### src/rtl/core/rk4_pkg.sv
`default_nettype none

package rk4_pkg;

	localparam int MAX_VARS = 16;
	localparam int IDX_W    = 4;
	localparam int VAL_W    = 32;
	localparam int STEP_W   = 31;
	localparam int CNT_W    = 5;
	localparam int CFG_IDX_W = 1;

	localparam int QUEUE_DEPTH_DEF = 4;

	localparam logic [STEP_W-1:0] STEP_SIZE_RESET = 31'd65536;
	localparam logic [CNT_W-1:0]  VAR_COUNT_RESET = 5'd1;

	localparam logic [CFG_IDX_W-1:0] REG_STEP_SIZE = 1'd0;
	localparam logic [CFG_IDX_W-1:0] REG_VAR_COUNT = 1'd1;

	// width of a clamped h*k term; anything beyond it saturates every sum anyway
	localparam int TERM_W = 37;

	localparam logic signed [63:0] RND_SIXTH = 64'sd196608;
	localparam logic signed [63:0] RND_THIRD = 64'sd98304;
	localparam logic signed [63:0] RND_HALF  = 64'sd65536;
	localparam logic signed [63:0] RND_WHOLE = 64'sd32768;

	// floor(u/3) = a*349525 + floor((a+b)/3) with u = a*2^20 + b
	localparam int                DIV3_SPLIT   = 20;
	localparam logic [36:0]       DIV3_HI_MUL  = 37'd349525;
	localparam logic [42:0]       DIV3_RECIP   = 43'd2796203;
	localparam logic [37:0]       DIV3_BIAS    = 38'd206158430208;
	localparam logic signed [37:0] DIV3_OFFSET = 38'sd68719476736;

	localparam logic signed [31:0] S32_MAX = 32'sh7FFF_FFFF;
	localparam logic signed [31:0] S32_MIN = 32'sh8000_0000;

	typedef enum logic [0:0] {
		OP_LOAD  = 1'b0,
		OP_DERIV = 1'b1
	} op_t;

	typedef enum logic [1:0] {
		KIND_MID1  = 2'd0,
		KIND_MID2  = 2'd1,
		KIND_END   = 2'd2,
		KIND_FINAL = 2'd3
	} kind_t;

	typedef struct packed {
		op_t                      op;
		logic [IDX_W-1:0]         idx;
		logic signed [VAL_W-1:0]  val;
		kind_t                    kind;
		logic                     last;
		logic signed [VAL_W-1:0]  tm;
	} cmd_t;

	function automatic logic signed [31:0] sat_33(input logic signed [32:0] v);
		logic signed [31:0] r;
		if (v > 33'(S32_MAX)) begin
			r = S32_MAX;
		end else if (v < 33'(S32_MIN)) begin
			r = S32_MIN;
		end else begin
			r = v[31:0];
		end
		return r;
	endfunction

	function automatic logic signed [31:0] sat_38(input logic signed [37:0] v);
		logic signed [31:0] r;
		if (v > 38'(S32_MAX)) begin
			r = S32_MAX;
		end else if (v < 38'(S32_MIN)) begin
			r = S32_MIN;
		end else begin
			r = v[31:0];
		end
		return r;
	endfunction

	function automatic logic signed [TERM_W-1:0] clamp_term(input logic signed [47:0] v);
		logic signed [TERM_W-1:0] r;
		logic signed [47:0]       hi;
		logic signed [47:0]       lo;
		hi = 48'sd68719476735;
		lo = -48'sd68719476736;
		if (v > hi) begin
			r = hi[TERM_W-1:0];
		end else if (v < lo) begin
			r = lo[TERM_W-1:0];
		end else begin
			r = v[TERM_W-1:0];
		end
		return r;
	endfunction

endpackage

`default_nettype wire

### src/rtl/core/rk4_front.sv
`default_nettype none

module rk4_front import rk4_pkg::*; (
	input  wire logic                    clk,
	input  wire logic                    arst_n,
	input  wire logic                    in_valid,
	output logic                         in_stall,
	input  wire logic                    opcode,
	input  wire logic [IDX_W-1:0]        elem_index,
	input  wire logic signed [VAL_W-1:0] elem_value,
	input  wire logic signed [VAL_W-1:0] start_time,
	input  wire logic [STEP_W-1:0]       step_size,
	input  wire logic [CNT_W-1:0]        var_count,
	input  wire logic                    q_full,
	output logic                         q_push,
	output cmd_t                         q_din
);

	kind_t                   stage_q;
	logic signed [VAL_W-1:0] step_time_q;

	logic [CNT_W-1:0]        cnt_eff;
	logic                    last;
	logic                    latch_time;
	logic signed [VAL_W-1:0] time_base;
	logic [STEP_W:0]         size_inc;
	logic [STEP_W-1:0]       incr;
	logic signed [VAL_W:0]   time_sum;

	always_comb begin
		if (var_count == '0) begin
			cnt_eff = CNT_W'(1);
		end else if (var_count > CNT_W'(MAX_VARS)) begin
			cnt_eff = CNT_W'(MAX_VARS);
		end else begin
			cnt_eff = var_count;
		end
		last       = (CNT_W'(elem_index) == (cnt_eff - CNT_W'(1)));
		latch_time = (opcode == OP_DERIV) && (stage_q == KIND_MID1) && (elem_index == '0);
		time_base  = latch_time ? start_time : step_time_q;
		size_inc   = {1'b0, step_size} + (STEP_W + 1)'(1);
		if ((stage_q == KIND_MID1) || (stage_q == KIND_MID2)) begin
			incr = size_inc[STEP_W:1];
		end else begin
			incr = step_size;
		end
		time_sum = {time_base[VAL_W-1], time_base} + $signed({2'b00, incr});
	end

	assign in_stall = q_full;
	assign q_push   = in_valid && !q_full;

	always_comb begin
		q_din.op   = op_t'(opcode);
		q_din.idx  = elem_index;
		q_din.val  = elem_value;
		q_din.kind = stage_q;
		q_din.last = last;
		q_din.tm   = sat_33(time_sum);
	end

	always_ff @(posedge clk or negedge arst_n) begin
		if (!arst_n) begin
			stage_q     <= KIND_MID1;
			step_time_q <= '0;
		end else if (q_push && (opcode == OP_DERIV)) begin
			if (latch_time) begin
				step_time_q <= start_time;
			end
			if (last) begin
				stage_q <= kind_t'(stage_q + 2'd1);
			end
		end
	end

endmodule

`default_nettype wire

### config.mk
export PLATFORM = sky130hd
export DESIGN_NAME = rk4_front
export DESIGN_NICKNAME = d
export VERILOG_FILES = /design/src/rtl/core/rk4_pkg.sv /design/src/rtl/core/rk4_front.sv
export SDC_FILE = /design/constraint.sdc
export NUM_CORES = 1
export LEC_CHECK = 0
export BUFFER_PORTS_ARGS = -buffer_cell sky130_fd_sc_hd__clkbuf_2
export CAP_MARGIN = 20
export CORE_UTILIZATION = 56
export CTS_CLUSTER_DIAMETER = 40
export DETAILED_ROUTE_END_ITERATION = 10
export PLACE_DENSITY = 0.91
export SLEW_MARGIN = 20
export SYNTH_ARGS = -nofsm -noshare
export SYNTH_HDL_FRONTEND = slang
export SYNTH_SLANG_ARGS = --single-unit
### constraint.sdc
create_clock -name clk -period 7.9 [get_ports clk]
set_input_delay 0.395 -clock clk [delete_from_list [all_inputs] [get_ports clk]]
set_output_delay 0.395 -clock clk [all_outputs]
set_load 0.01 [all_outputs]
==> flow_summary.ini <==
[status]
status = completed

[place]
io_buffers = 118
dp.final_hpwl_um = 10900
gp_congestion = 0.950
placed_area_um2 = 5400

[critical_path]
reg2reg_to = step_time_q[7]
criticalPathCategory = flop to output port
r2r_cells = 7
cp_data_arrival_time_ps = 5110
r2r_slack_ps = 5570
required_ps = 7510
path_max_fanout = 31
start_kind = flop
r2r-start = stage_q[0]
setup.worst_path.end_class = output port

[clock_tree]
cts.sinks = 34
post_cts_buffers = 0
htreeDepth = 2
cts_root_buffer = clkbuf_8
cts_buffers = 5
cts_buffer_depth = 2
clk_latency_ps = 290
cts_hold_buffers = 0
cts_resized = 0
clk_pin_slew_ps = 70
cts_tree = built

[power_and_ir_drop]
switching_share = 0.477
powerDensity_nw_per_um2 = 238
seq_power_share = 0.168
p_sw_uw = 623
vdd_drop_max_v = 0.000169
combPwrFrac = 0.736
p_leak_uw = 0.00295
p_clk_frac = 0.096
intPower_uw = 684

[synth]
ys_seq_elements = 34
yosysTopAreaCellShare = 0.167
ys_seq_area_frac = 0.167
yosys.area_share.simple = 0.263
synth-compound-area-share = 0.224
synth_fa_ha_area_frac = 0.0922
ys_types = 59
syn_avg_cell_area_um2 = 7.17
synth-edff-count = 0
synth_warnings = 0
syn_nets = 858
synth_top_cell_by_area = dfrtp_1
synth_xor_area_frac = 0.0652
synthMuxAreaShare = 0.0853
synthCells = 712
synth_top_family_by_area = simple AND/OR/NAND/NOR gates
synthArstFlopShare = 1.00
ys_top_cells_by_area = dfrtp_1 (17%), nand2_1 (12%), ha_1 (8.8%), mux2_2 (7.3%), buf_4 (5.7%)
synth_flop_cell = dfrtp_1
netlist_area_um2 = 5100

[sta]
hold_viol_final = 0
tightest_slew_ps = 961
setup_violations = 0
drv_slew = 0
layout_worst_path_cycle_share = 0.697
skew_ps = 4.67
slew-limit-headroom = 0.359
clock.fmax_mhz = 182
tns_ps = 0
rsz0062_at_grt = false
final.min_clock_period_ps = 5500

[grt]
grt_max_degree = 38
grt_pass1_wl_um = 22500
grt_overflow = 0
antenna_found_initial = 0
grt_pass1_vias = 4868
grt_use_total = 0.286

[floorplanning]
die_h_um = 97.5
row_count = 34
chipWidth_um = 97.5
core_um2 = 8760
io_pins = 183
start_util = 0.582
die_area_um2 = 9500

[route]
vias = 5306
ant_nets = 0
drt-total-wl_um = 13500
wl_per_cell_um = 15.5
first_pass_iters = 5
via_per_inst = 6.07
first_iter_violations = 344
drc = 0

[cells_and_area]
layout.nets = 913
post-route-cell-area_um2 = 5480
antennaDiodeCount = 0
drive_gt1_frac = 0.231
synthToLayoutAreaGrowth_pct = 7.38

[flow_run]
max_cap_viol_count = 0

[worst_hold_path]
hold_path.class = input port to async pin
state kept, by name, summed over array words and instances (netlist names):
name / flops
stage_q: 2
step_time_q: 32
area by class of cell:
type                    count  area (um2)
repair buffers            121         613
fillers                   788        3280
inverters                  17        63.8
flip-flops and latches     34         851
clock buffers               6        82.6
well taps                 108         135
multi-input cells         588        3730
power groups by stage:
stage	sequential (uW)	clock (uW)	combinational [uW]
6_report	219	126	961
5_1_grt	222	135	1060
4_1_cts	219	127	956
3_5_place_dp	222	0	950
3_3_place_gp	220	0	933
2_1_floorplan	218	0	722
worst max path at each step:
stage | startpoint | to | slack [ps] | cells after the start
2_1_floorplan | stage_q[0] | q_din[25] | 3780 | 15
3_3_place_gp | elem_index[0] | q_din[25] | 2450 | 15
4_1_cts | stage_q[0] | q_din[25] | 2380 | 15
3_5_place_dp | elem_index[0] | q_din[25] | 2570 | 15
5_1_grt | stage_q[0] | q_din[25] | 2040 | 15
6_report | stage_q[0] | q_din[25] | 2400 | 15
logic make-up after synthesis:
logic type / Yosys count
flip-flops: 34
AO/OA/AOI/OAI: 177
XOR/XNOR: 38
buffers and inverters: 90
AND/OR/NAND/NOR: 297
multiplexers: 39
adder cells (fa/ha/maj): 37
cells in the mapped netlist (7+ instances only):
| cell type | instances |
|---|---|
| dfrtp_1 | 34 |
| mux2_2 | 33 |
| a21o_1 | 37 |
| buf_4 | 39 |
| inv_1 | 17 |
| o211ai_1 | 11 |
| nand4_1 | 13 |
| nor2_1 | 32 |
| nor3_1 | 11 |
| xor2_1 | 18 |
| ha_1 | 36 |
| nand3_1 | 28 |
| clkbuf_1 | 21 |
| o21ai_0 | 34 |
| a21oi_1 | 47 |
| xnor2_1 | 20 |
| o22ai_1 | 7 |
| and3_1 | 7 |
| or3_1 | 8 |
| nand2b_1 | 7 |
| nand2_1 | 166 |
through the flow:
stage               std cells  utilization  total power (uW)  worst slack [ps]  hold slack, ps
CTS                       874        0.625              1300              2380             228
detailed placement        868        0.616              1170              2570             457
global placement          868        0.615              1150              2450             451
floorplan                 712            -               940              3780            99.4
global route              874        0.625              1420              2040             271
finish                    874        0.625              1310              2400             193
critical path: stages (launching register included):
cell and delay (ps):
dfrtp_1 420, inv_1 60, ha_1 230, nand3_1 530, buf_4 390, mux2_2 420, ha_1 300, a21oi_1 170
and4b_1 240, nor4_2 330, o211ai_1 180, a21oi_2 260, mux2i_1 330, a2bb2oi_4 600, or3_1 220, clkbuf_2 130
cells in the final DEF, fill, tap and decap left out, types with 3 or more instances in the layout:
master      n
or3_1       8
xor2_1     18
nand2_1   166
o211ai_1   11
nor2_1     32
and2_1      3
or2_2       3
a21oi_2     4
nor4_1      3
xnor2_1    20
inv_1      17
ha_1       36
o22ai_1     7
mux2i_1     5
clkbuf_8    6
nand2b_1    7
nor2b_1     5
o21ai_0    34
mux2_2     33
nand3_1    28
buf_4       3
o21ai_1     3
a21o_1     37
o21bai_1    5
a31oi_1     4
nor3_1     11
a211oi_1    3
dfrtp_1    34
and3_1      7
clkbuf_2  118
nand4_1    13
a21oi_1    47
o21a_1      3
layer usage:
metal | vias to the layer above | wire length, um | part of all wire | track usage
met2 | 290 | 6020 | 0.44 | 0.459
met4 | 0 | 662 | 0.049 | 0.141
met5 | - | 0 | 0 | 0
li1 | 2575 | - | - | -
met1 | 2377 | 5630 | 0.42 | 0.369
met3 | 64 | 1210 | 0.090 | 0.0489
(Power assumes the default switching activity.)
