### src/rtl/core/rk4_pkg.sv
`default_nettype none

package rk4_pkg;

	localparam int MAX_VARS = 16;
	localparam int IDX_W    = 4;
	localparam int VAL_W    = 32;
	localparam int STEP_W   = 31;
	localparam int CNT_W    = 5;
	localparam int CFG_IDX_W = 1;

	localparam int QUEUE_DEPTH_DEF = 4;

	localparam logic [STEP_W-1:0] STEP_SIZE_RESET = 31'd65536;
	localparam logic [CNT_W-1:0]  VAR_COUNT_RESET = 5'd1;

	localparam logic [CFG_IDX_W-1:0] REG_STEP_SIZE = 1'd0;
	localparam logic [CFG_IDX_W-1:0] REG_VAR_COUNT = 1'd1;

	// width of a clamped h*k term; anything beyond it saturates every sum anyway
	localparam int TERM_W = 37;

	localparam logic signed [63:0] RND_SIXTH = 64'sd196608;
	localparam logic signed [63:0] RND_THIRD = 64'sd98304;
	localparam logic signed [63:0] RND_HALF  = 64'sd65536;
	localparam logic signed [63:0] RND_WHOLE = 64'sd32768;

	// floor(u/3) = a*349525 + floor((a+b)/3) with u = a*2^20 + b
	localparam int                DIV3_SPLIT   = 20;
	localparam logic [36:0]       DIV3_HI_MUL  = 37'd349525;
	localparam logic [42:0]       DIV3_RECIP   = 43'd2796203;
	localparam logic [37:0]       DIV3_BIAS    = 38'd206158430208;
	localparam logic signed [37:0] DIV3_OFFSET = 38'sd68719476736;

	localparam logic signed [31:0] S32_MAX = 32'sh7FFF_FFFF;
	localparam logic signed [31:0] S32_MIN = 32'sh8000_0000;

	typedef enum logic [0:0] {
		OP_LOAD  = 1'b0,
		OP_DERIV = 1'b1
	} op_t;

	typedef enum logic [1:0] {
		KIND_MID1  = 2'd0,
		KIND_MID2  = 2'd1,
		KIND_END   = 2'd2,
		KIND_FINAL = 2'd3
	} kind_t;

	typedef struct packed {
		op_t                      op;
		logic [IDX_W-1:0]         idx;
		logic signed [VAL_W-1:0]  val;
		kind_t                    kind;
		logic                     last;
		logic signed [VAL_W-1:0]  tm;
	} cmd_t;

	function automatic logic signed [31:0] sat_33(input logic signed [32:0] v);
		logic signed [31:0] r;
		if (v > 33'(S32_MAX)) begin
			r = S32_MAX;
		end else if (v < 33'(S32_MIN)) begin
			r = S32_MIN;
		end else begin
			r = v[31:0];
		end
		return r;
	endfunction

	function automatic logic signed [31:0] sat_38(input logic signed [37:0] v);
		logic signed [31:0] r;
		if (v > 38'(S32_MAX)) begin
			r = S32_MAX;
		end else if (v < 38'(S32_MIN)) begin
			r = S32_MIN;
		end else begin
			r = v[31:0];
		end
		return r;
	endfunction

	function automatic logic signed [TERM_W-1:0] clamp_term(input logic signed [47:0] v);
		logic signed [TERM_W-1:0] r;
		logic signed [47:0]       hi;
		logic signed [47:0]       lo;
		hi = 48'sd68719476735;
		lo = -48'sd68719476736;
		if (v > hi) begin
			r = hi[TERM_W-1:0];
		end else if (v < lo) begin
			r = lo[TERM_W-1:0];
		end else begin
			r = v[TERM_W-1:0];
		end
		return r;
	endfunction

endpackage

`default_nettype wire

### src/rtl/core/rk4_queue.sv
`default_nettype none

module rk4_queue import rk4_pkg::*; #(
	parameter int DEPTH = QUEUE_DEPTH_DEF
) (
	input  wire logic clk,
	input  wire logic arst_n,
	input  wire logic push,
	input  wire cmd_t din,
	output logic      full,
	input  wire logic pop,
	output cmd_t      dout,
	output logic      empty
);

	localparam int PW = (DEPTH > 1) ? $clog2(DEPTH) : 1;
	localparam int CW = $clog2(DEPTH + 1);

	cmd_t           mem_q [DEPTH];
	logic [PW-1:0]  wr_ptr_q;
	logic [PW-1:0]  rd_ptr_q;
	logic [CW-1:0]  count_q;

	function automatic logic [PW-1:0] ptr_next(input logic [PW-1:0] p);
		logic [PW-1:0] r;
		if (p == PW'(DEPTH - 1)) begin
			r = '0;
		end else begin
			r = p + PW'(1);
		end
		return r;
	endfunction

	assign full  = (count_q == CW'(DEPTH));
	assign empty = (count_q == '0);
	assign dout  = mem_q[rd_ptr_q];

	always_ff @(posedge clk) begin
		if (push) begin
			mem_q[wr_ptr_q] <= din;
		end
	end

	always_ff @(posedge clk or negedge arst_n) begin
		if (!arst_n) begin
			wr_ptr_q <= '0;
			rd_ptr_q <= '0;
			count_q  <= '0;
		end else begin
			if (push) begin
				wr_ptr_q <= ptr_next(wr_ptr_q);
			end
			if (pop) begin
				rd_ptr_q <= ptr_next(rd_ptr_q);
			end
			case ({push, pop})
				2'b10:   count_q <= count_q + CW'(1);
				2'b01:   count_q <= count_q - CW'(1);
				default: count_q <= count_q;
			endcase
		end
	end

endmodule

`default_nettype wire

### config.mk
export PLATFORM = sky130hd
export DESIGN_NAME = rk4_queue
export DESIGN_NICKNAME = d
export VERILOG_FILES = /design/src/rtl/core/rk4_pkg.sv /design/src/rtl/core/rk4_queue.sv
export SDC_FILE = /design/constraint.sdc
export NUM_CORES = 1
export LEC_CHECK = 0
export BUFFER_PORTS_ARGS = -buffer_cell sky130_fd_sc_hd__buf_2
export CORE_UTILIZATION = 45
export DETAILED_ROUTE_END_ITERATION = 8
export GPL_TIMING_DRIVEN = 0
export MAX_ROUTING_LAYER = met4
export PLACE_DENSITY = 0.65
export SLEW_MARGIN = 0
export SYNTH_ARGS = -nofsm -noshare
export SYNTH_HDL_FRONTEND = slang
export SYNTH_SLANG_ARGS = --single-unit
export TNS_END_PERCENT = 50
### constraint.sdc
create_clock -name clk -period 2.8 [get_ports clk]
set_clock_uncertainty 0.2 [all_clocks]
set_input_delay 0.14 -clock clk [delete_from_list [all_inputs] [get_ports clk]]
set_output_delay 0.14 -clock clk [all_outputs]
set_load 0.01 [all_outputs]
==> metrics.cfg, run 1 <==
[status]
status = finished, final reports clean

[power]
switching_power_mw = 3.67
p_per_area_nw_per_um2 = 967
seq_power_share = 0.440
power_leakage_nw = 4.77
power_frac_comb = 0.295
switching_share = 0.277
p_int_mw = 9.56
clkPwrFrac = 0.265
peakVddDrop_mv = 0.624

[setup_path]
crit_top_cell = buf_6
cp.required_ns = 2.46
crit_family = buffers and inverters
cp_num_buf_inv = 3
endpoint_kind = primary output
critical_path.max_fanout = 10
worstPathArrival_ns = 2.07
critPathKind = reg2out
slowest_stage = mux4_2
r2r_start = wr_ptr_q[0]
critPathLaunch = rd_ptr_q[0]
worstSetupStartpointType = flop
cp_cell_sequence = buf_6, buf_6, mux4_2, buf_2
slowest_delay_ns = 0.52

[cts]
cts_tree = built
clkLatencyLatePin_ns = 0.53
clock_sinks = 295
cts_root_buf = clkbuf_16
clk_pin_slew_ns = 0.06
cts_max_path_buffers = 3
cts_buffers = 29
cts_max_level = 1
postCtsSetupBuffers = 0
cts-resized-gates = 0
hold_buffers = 76

[global_route]
grt_usage = 0.170
grt_max_degree = 43
antenna_found_initial = 0
grt_pass1_wl_um = 30400
gr-total-overflow = 0
grt_pass1_vias = 5539

[logic_synthesis]
ys.flop_type = edfxtp_1
synthXorXnorAreaFrac = 0.00243
synth-async-reset-ratio = 0.0237
synth_cell_types = 20
syn-num-nets = 497
ys_seq_elements = 295
muxShareOfSynthArea = 0.153
synthAdderAreaFrac = 0.00880
synth_edf_count = 288
seq_area_frac_synth = 0.816
synth_compound_area_frac = 0.000926
synth_top_family_by_area = multiplexers
netlist_area_um2 = 10800
ys_warn_count = 0
yosys.area_share.simple = 0.00498
synth_area_per_cell_um2 = 26.1
postSynthCellCount = 414

[detailed_routing]
dr.pass1.iters = 4
drc_errors = 0
drt-initial-drc-count = 220
vias_per_cell = 5.04
avgRoutedWirePerCell_um = 19.4
via_count = 5105
ant_nets = 0
finalWirelength_um = 19600

[sta]
drv_slew = 0
hold_viol = 0
slew_headroom = 0.610
worst_pin_slew_ns = 0.585
fin_crit_sh = 0.859
fin_ws_ns = 0.395
setup_violations = 0
setup-tns-final_ns = 0
fin_crit_ns = 2.41
fmax_mhz = 416
rsz0062_at_grt = false

[place]
place_congestion = 0.675
placedCellCount = 886
dpl.hpwl_um = 11700
pre_cts_ws_ns = 0.702
io_buffers = 149

[cells_and_area]
area.growth.synth_to_final_pct = 26.6
drive_gt1_frac = 0.405
postLayoutCoreUtil = 0.581
nets = 757
final_cell_mix = edfxtp_1, buf_2, dlygate4sd3_1
final_common_cell = edfxtp_1
instances_no_fill = 1013
n_antenna_cell = 0

[floorplanning]
core-area_um2 = 23500
pin_count = 150
die-width_um = 157
row_count = 56
start_util = 0.459
die-area_um2 = 24600
die_h_um = 157

[run]
maxCapViolCount = 0

[worst_hold_path]
min_path_type = in2reg
min_from = din[54]

registers in the layout, summed over array words and instances, names as in the netlist:
register  flops
mem_q       288
wr_ptr_q      2
count_q       3
rd_ptr_q      2
area by class of cell:
type                       count  area, um2
fill                        1780       9860
sequential                   295       8820
multi-input combinational     97       1850
timing repair buffer         229       1620
clock buffer                  44        792
tap                          319        399
buffer                        16        126
clock inverter                 7       56.3
inverter                       6       22.5
synthesized netlist by cell type, types with 2 or more instances:
cell | number | area [um2]
mux4_2 | 72 | 1620
and2_1 | 4 | 25.0
mux2_2 | 2 | 22.5
xor2_1 | 2 | 17.5
ha_1 | 6 | 75.1
inv_1 | 6 | 22.5
buf_2 | 8 | 40.0
nor2_1 | 2 | 7.51
buf_6 | 7 | 78.8
dfrtp_1 | 7 | 175
edfxtp_1 | 288 | 8650
o21ai_0 | 2 | 10.0
power by group through the flow:
stage | Combinational, mW | Sequential [mW] | Clock, mW
floorplan | 2.50 | 5.89 | 0
global placement | 3.80 | 5.94 | 0
detailed placement | 3.94 | 5.92 | 0
CTS | 4.04 | 5.83 | 3.61
global route | 4.26 | 5.88 | 3.76
finish | 3.91 | 5.82 | 3.51
metrics by stage:
stage                     instance area (um2)  total power [mW]  hold slack [ns]
after floorplan                         10800              8.39           -0.356
after global placement                  12000              9.73           -0.222
after detailed placement                12100              9.86           -0.213
after CTS                               13700              13.5            0.127
after global routing                    13700              13.9            0.135
final                                   13700              13.2            0.154
cells by family after synthesis:
family | after synthesis
adder cells (fa/ha/maj) | 7
XOR/XNOR | 3
flip-flops | 295
buffers and inverters | 22
multiplexers | 75
AO/OA/AOI/OAI | 2
AND/OR/NAND/NOR | 10
worst paths after layout:
kind                                 to  slack (ns)  cells past startpoint
max                            dout[13]        0.39                      4
min                        mem_q[2][54]        0.15                      2
max reg2reg                mem_q[0][38]        0.76                      4
min reg2reg                  count_q[2]        0.30                      1
max in group asynchronous   wr_ptr_q[0]        1.77                      3
min in group asynchronous    count_q[1]        0.38                      3
routing by layer:
layer	up-vias	global-route usage	share of wire	wire (um)
met3	29	0.0325	0.055	1070
met4	0	0.0448	0.016	314
met2	138	0.286	0.50	9900
li1	2295	-	-	-
met5	-	-	0	0
met1	2643	0.213	0.43	8360
Power figures use the tool's default switching activity.
==> run 2: changes to the inputs <==
- CTS_BUF_LIST: default -> sky130_fd_sc_hd__clkbuf_8
==> run 2 against run 1 <==
- worst hold slack better by 0.0048 ns
- critical endpoint unchanged
- combinational power hardly changed
- register-to-register slack hardly changed
- final area hardly changed
- largest power group unchanged
- wire length is 1.4% higher
- non-clock buffer count stayed put
==> metrics.cfg, run 2 (synthesis results as in run 1) <==
[power]
power_leakage_nw = 4.82  ; +1.1%
p_per_area_nw_per_um2 = 953  ; -1.5%
peakVddDrop_mv = 0.571  ; -8.5%

[sta]
worst_pin_slew_ns = 0.597  ; +0.0121 ns
setup-tns-final_ns = 0  ; unchanged
setup_violations = 0  ; unchanged
drv_slew = 0  ; unchanged
fin_ws_ns = 0.377  ; -0.0177 ns
fin_crit_sh = 0.865  ; +0.00631
fin_crit_ns = 2.42  ; +0.0177 ns
rsz0062_at_grt = false
hold_viol = 0  ; unchanged
slew_headroom = 0.602  ; -0.00805
fmax_mhz = 413  ; -0.73%

[detailed_routing]
via_count = 5254  ; +2.9%
ant_nets = 0  ; unchanged
avgRoutedWirePerCell_um = 19.1  ; -1.6%
drt-initial-drc-count = 276  ; +25%
vias_per_cell = 5.04  ; about the same
dr.pass1.iters = 4  ; unchanged
drc_errors = 0  ; unchanged
finalWirelength_um = 19900  ; +1.4%

[cells_and_area]
top_register = mem_q
register_area_um2 = 8820  ; unchanged
area.growth.synth_to_final_pct = 26.5  ; about the same
n_antenna_cell = 0  ; unchanged
drive_gt1_frac = 0.416  ; +0.0108
multi_input_area_um2 = 1850  ; unchanged
final_cell_mix = edfxtp_1, buf_2, dlygate4sd3_1
largest_reg_flops = 288  ; unchanged
nets = 775  ; +2.4%
biggestRegsByFlops = mem_q: 288 flops, count_q: 3 flops
final_common_cell = edfxtp_1
n_fill_cell = 1787  ; +0.39%

[place]
io_buffers = 149  ; unchanged
dpl.hpwl_um = 11700  ; unchanged
pre_cts_ws_ns = 0.702  ; unchanged
place_congestion = 0.675  ; unchanged

[floorplanning]
pin_count = 150  ; unchanged
die-area_um2 = 24600  ; unchanged
die-width_um = 157  ; unchanged
die_h_um = 157  ; unchanged
start_util = 0.459  ; unchanged
row_count = 56  ; unchanged
core-area_um2 = 23500  ; unchanged

[setup_path]
cp.required_ns = 2.46  ; about the same
endpoint_kind = primary output
worstSetupStartpointType = flop
critPathKind = reg2out
worstPathArrival_ns = 2.08  ; about the same
critical_path.max_fanout = 10  ; unchanged

[cts]
clk_pin_slew_ns = 0.06  ; about the same
cts_max_level = 2  ; +1
clkLatencyLatePin_ns = 0.53  ; about the same
cts_tree = built
cts_root_buf = clkbuf_8
clock_sinks = 295  ; unchanged
postCtsSetupBuffers = 0  ; unchanged
cts_buffers = 47  ; +62%
cts_max_path_buffers = 3  ; unchanged

[global_route]
grt_pass1_wl_um = 30700  ; +0.93%
grt_usage = 0.173  ; +0.00245
grt_max_degree = 43  ; unchanged
gr-total-overflow = 0  ; unchanged
antenna_found_initial = 0  ; unchanged
grt_pass1_vias = 5626  ; +1.6%

[status]
status = finished, final reports clean

[worst_hold_path]
min_path_type = in2reg

[run]
maxCapViolCount = 0  ; unchanged

[run 2: cell count changes in the layout (fill, tap and decap cells not counted)]
| cell | change |
|---|---|
| inv_1 | +11 |
| bufinv_16 | +1 |
| clkinv_2 | +1 |
| clkbuf_16 | -29 |
| clkbuf_1 | -14 |
| clkinvlp_4 | +1 |
| clkinv_1 | +13 |
| clkbuf_8 | +46 |
[run 2: layer usage]
metal,track usage,share of wire,vias up,wire (um)
met1,0.213,0.42,2731,8340
met2,0.282,0.50,147,10100
met5,-,0,-,0
met3,0.0427,0.056,43,1110
met4,0.0542,0.021,0,411
li1,-,-,2333,-
[run 2: worst max-delay path: stages (launching register included)]
cell     delay (ns)
dfrtp_1        0.40
buf_6          0.22
buf_6          0.22
mux4_2         0.53
buf_2          0.17
[run 2: cell type report]
class	count	share of cell area
inverters	6	0.00165
multi-input cells	97	0.135
repair buffers	229	0.118
clock inverters	34	0.0138
clock buffers	47	0.0473
plain buffers	16	0.00924
flip-flops and latches	295	0.645
well taps	319	0.0292
[run 2: path summary, 6_finish.rpt]
kind,start,endpoint,slack [ns],depth (start not counted)
worst min register to register,count_q[2],count_q[2],0.30,1
worst min-delay path,din[3],mem_q[1][3],0.16,2
worst max register to register,wr_ptr_q[0],mem_q[0][37],0.75,4
worst max-delay path,rd_ptr_q[0],dout[13],0.38,4
max in group asynchronous,arst_n,count_q[0],1.74,3
min in group asynchronous,arst_n,rd_ptr_q[1],0.40,3
[run 2: power by group]
group	leakage, nW	switching, mW	internal [mW]
combinational	1.63	2.04	1.89
sequential	2.73	0.161	5.66
clock	0.466	1.55	1.74
[run 2: repair_timing]
item | CTS | global route
resized for setup | 0 | 0
hold buffers | 76 | 0
hold endpoints to repair | 302 | 0
[run 2: per-stage QoR]
stage / cells / util / hold slack [ns] / power [mW] / area (um2)
2_1_floorplan: 414 / - / -0.356 / 8.39 / 10800
6_report: 1043 / 0.581 / 0.159 / 13.0 / 13700
3_5_place_dp: 886 / 0.513 / -0.213 / 9.86 / 12100
3_3_place_gp: 882 / 0.508 / -0.222 / 9.73 / 12000
4_1_cts: 1043 / 0.581 / 0.111 / 13.3 / 13700
5_1_grt: 1043 / 0.581 / 0.128 / 13.7 / 13700
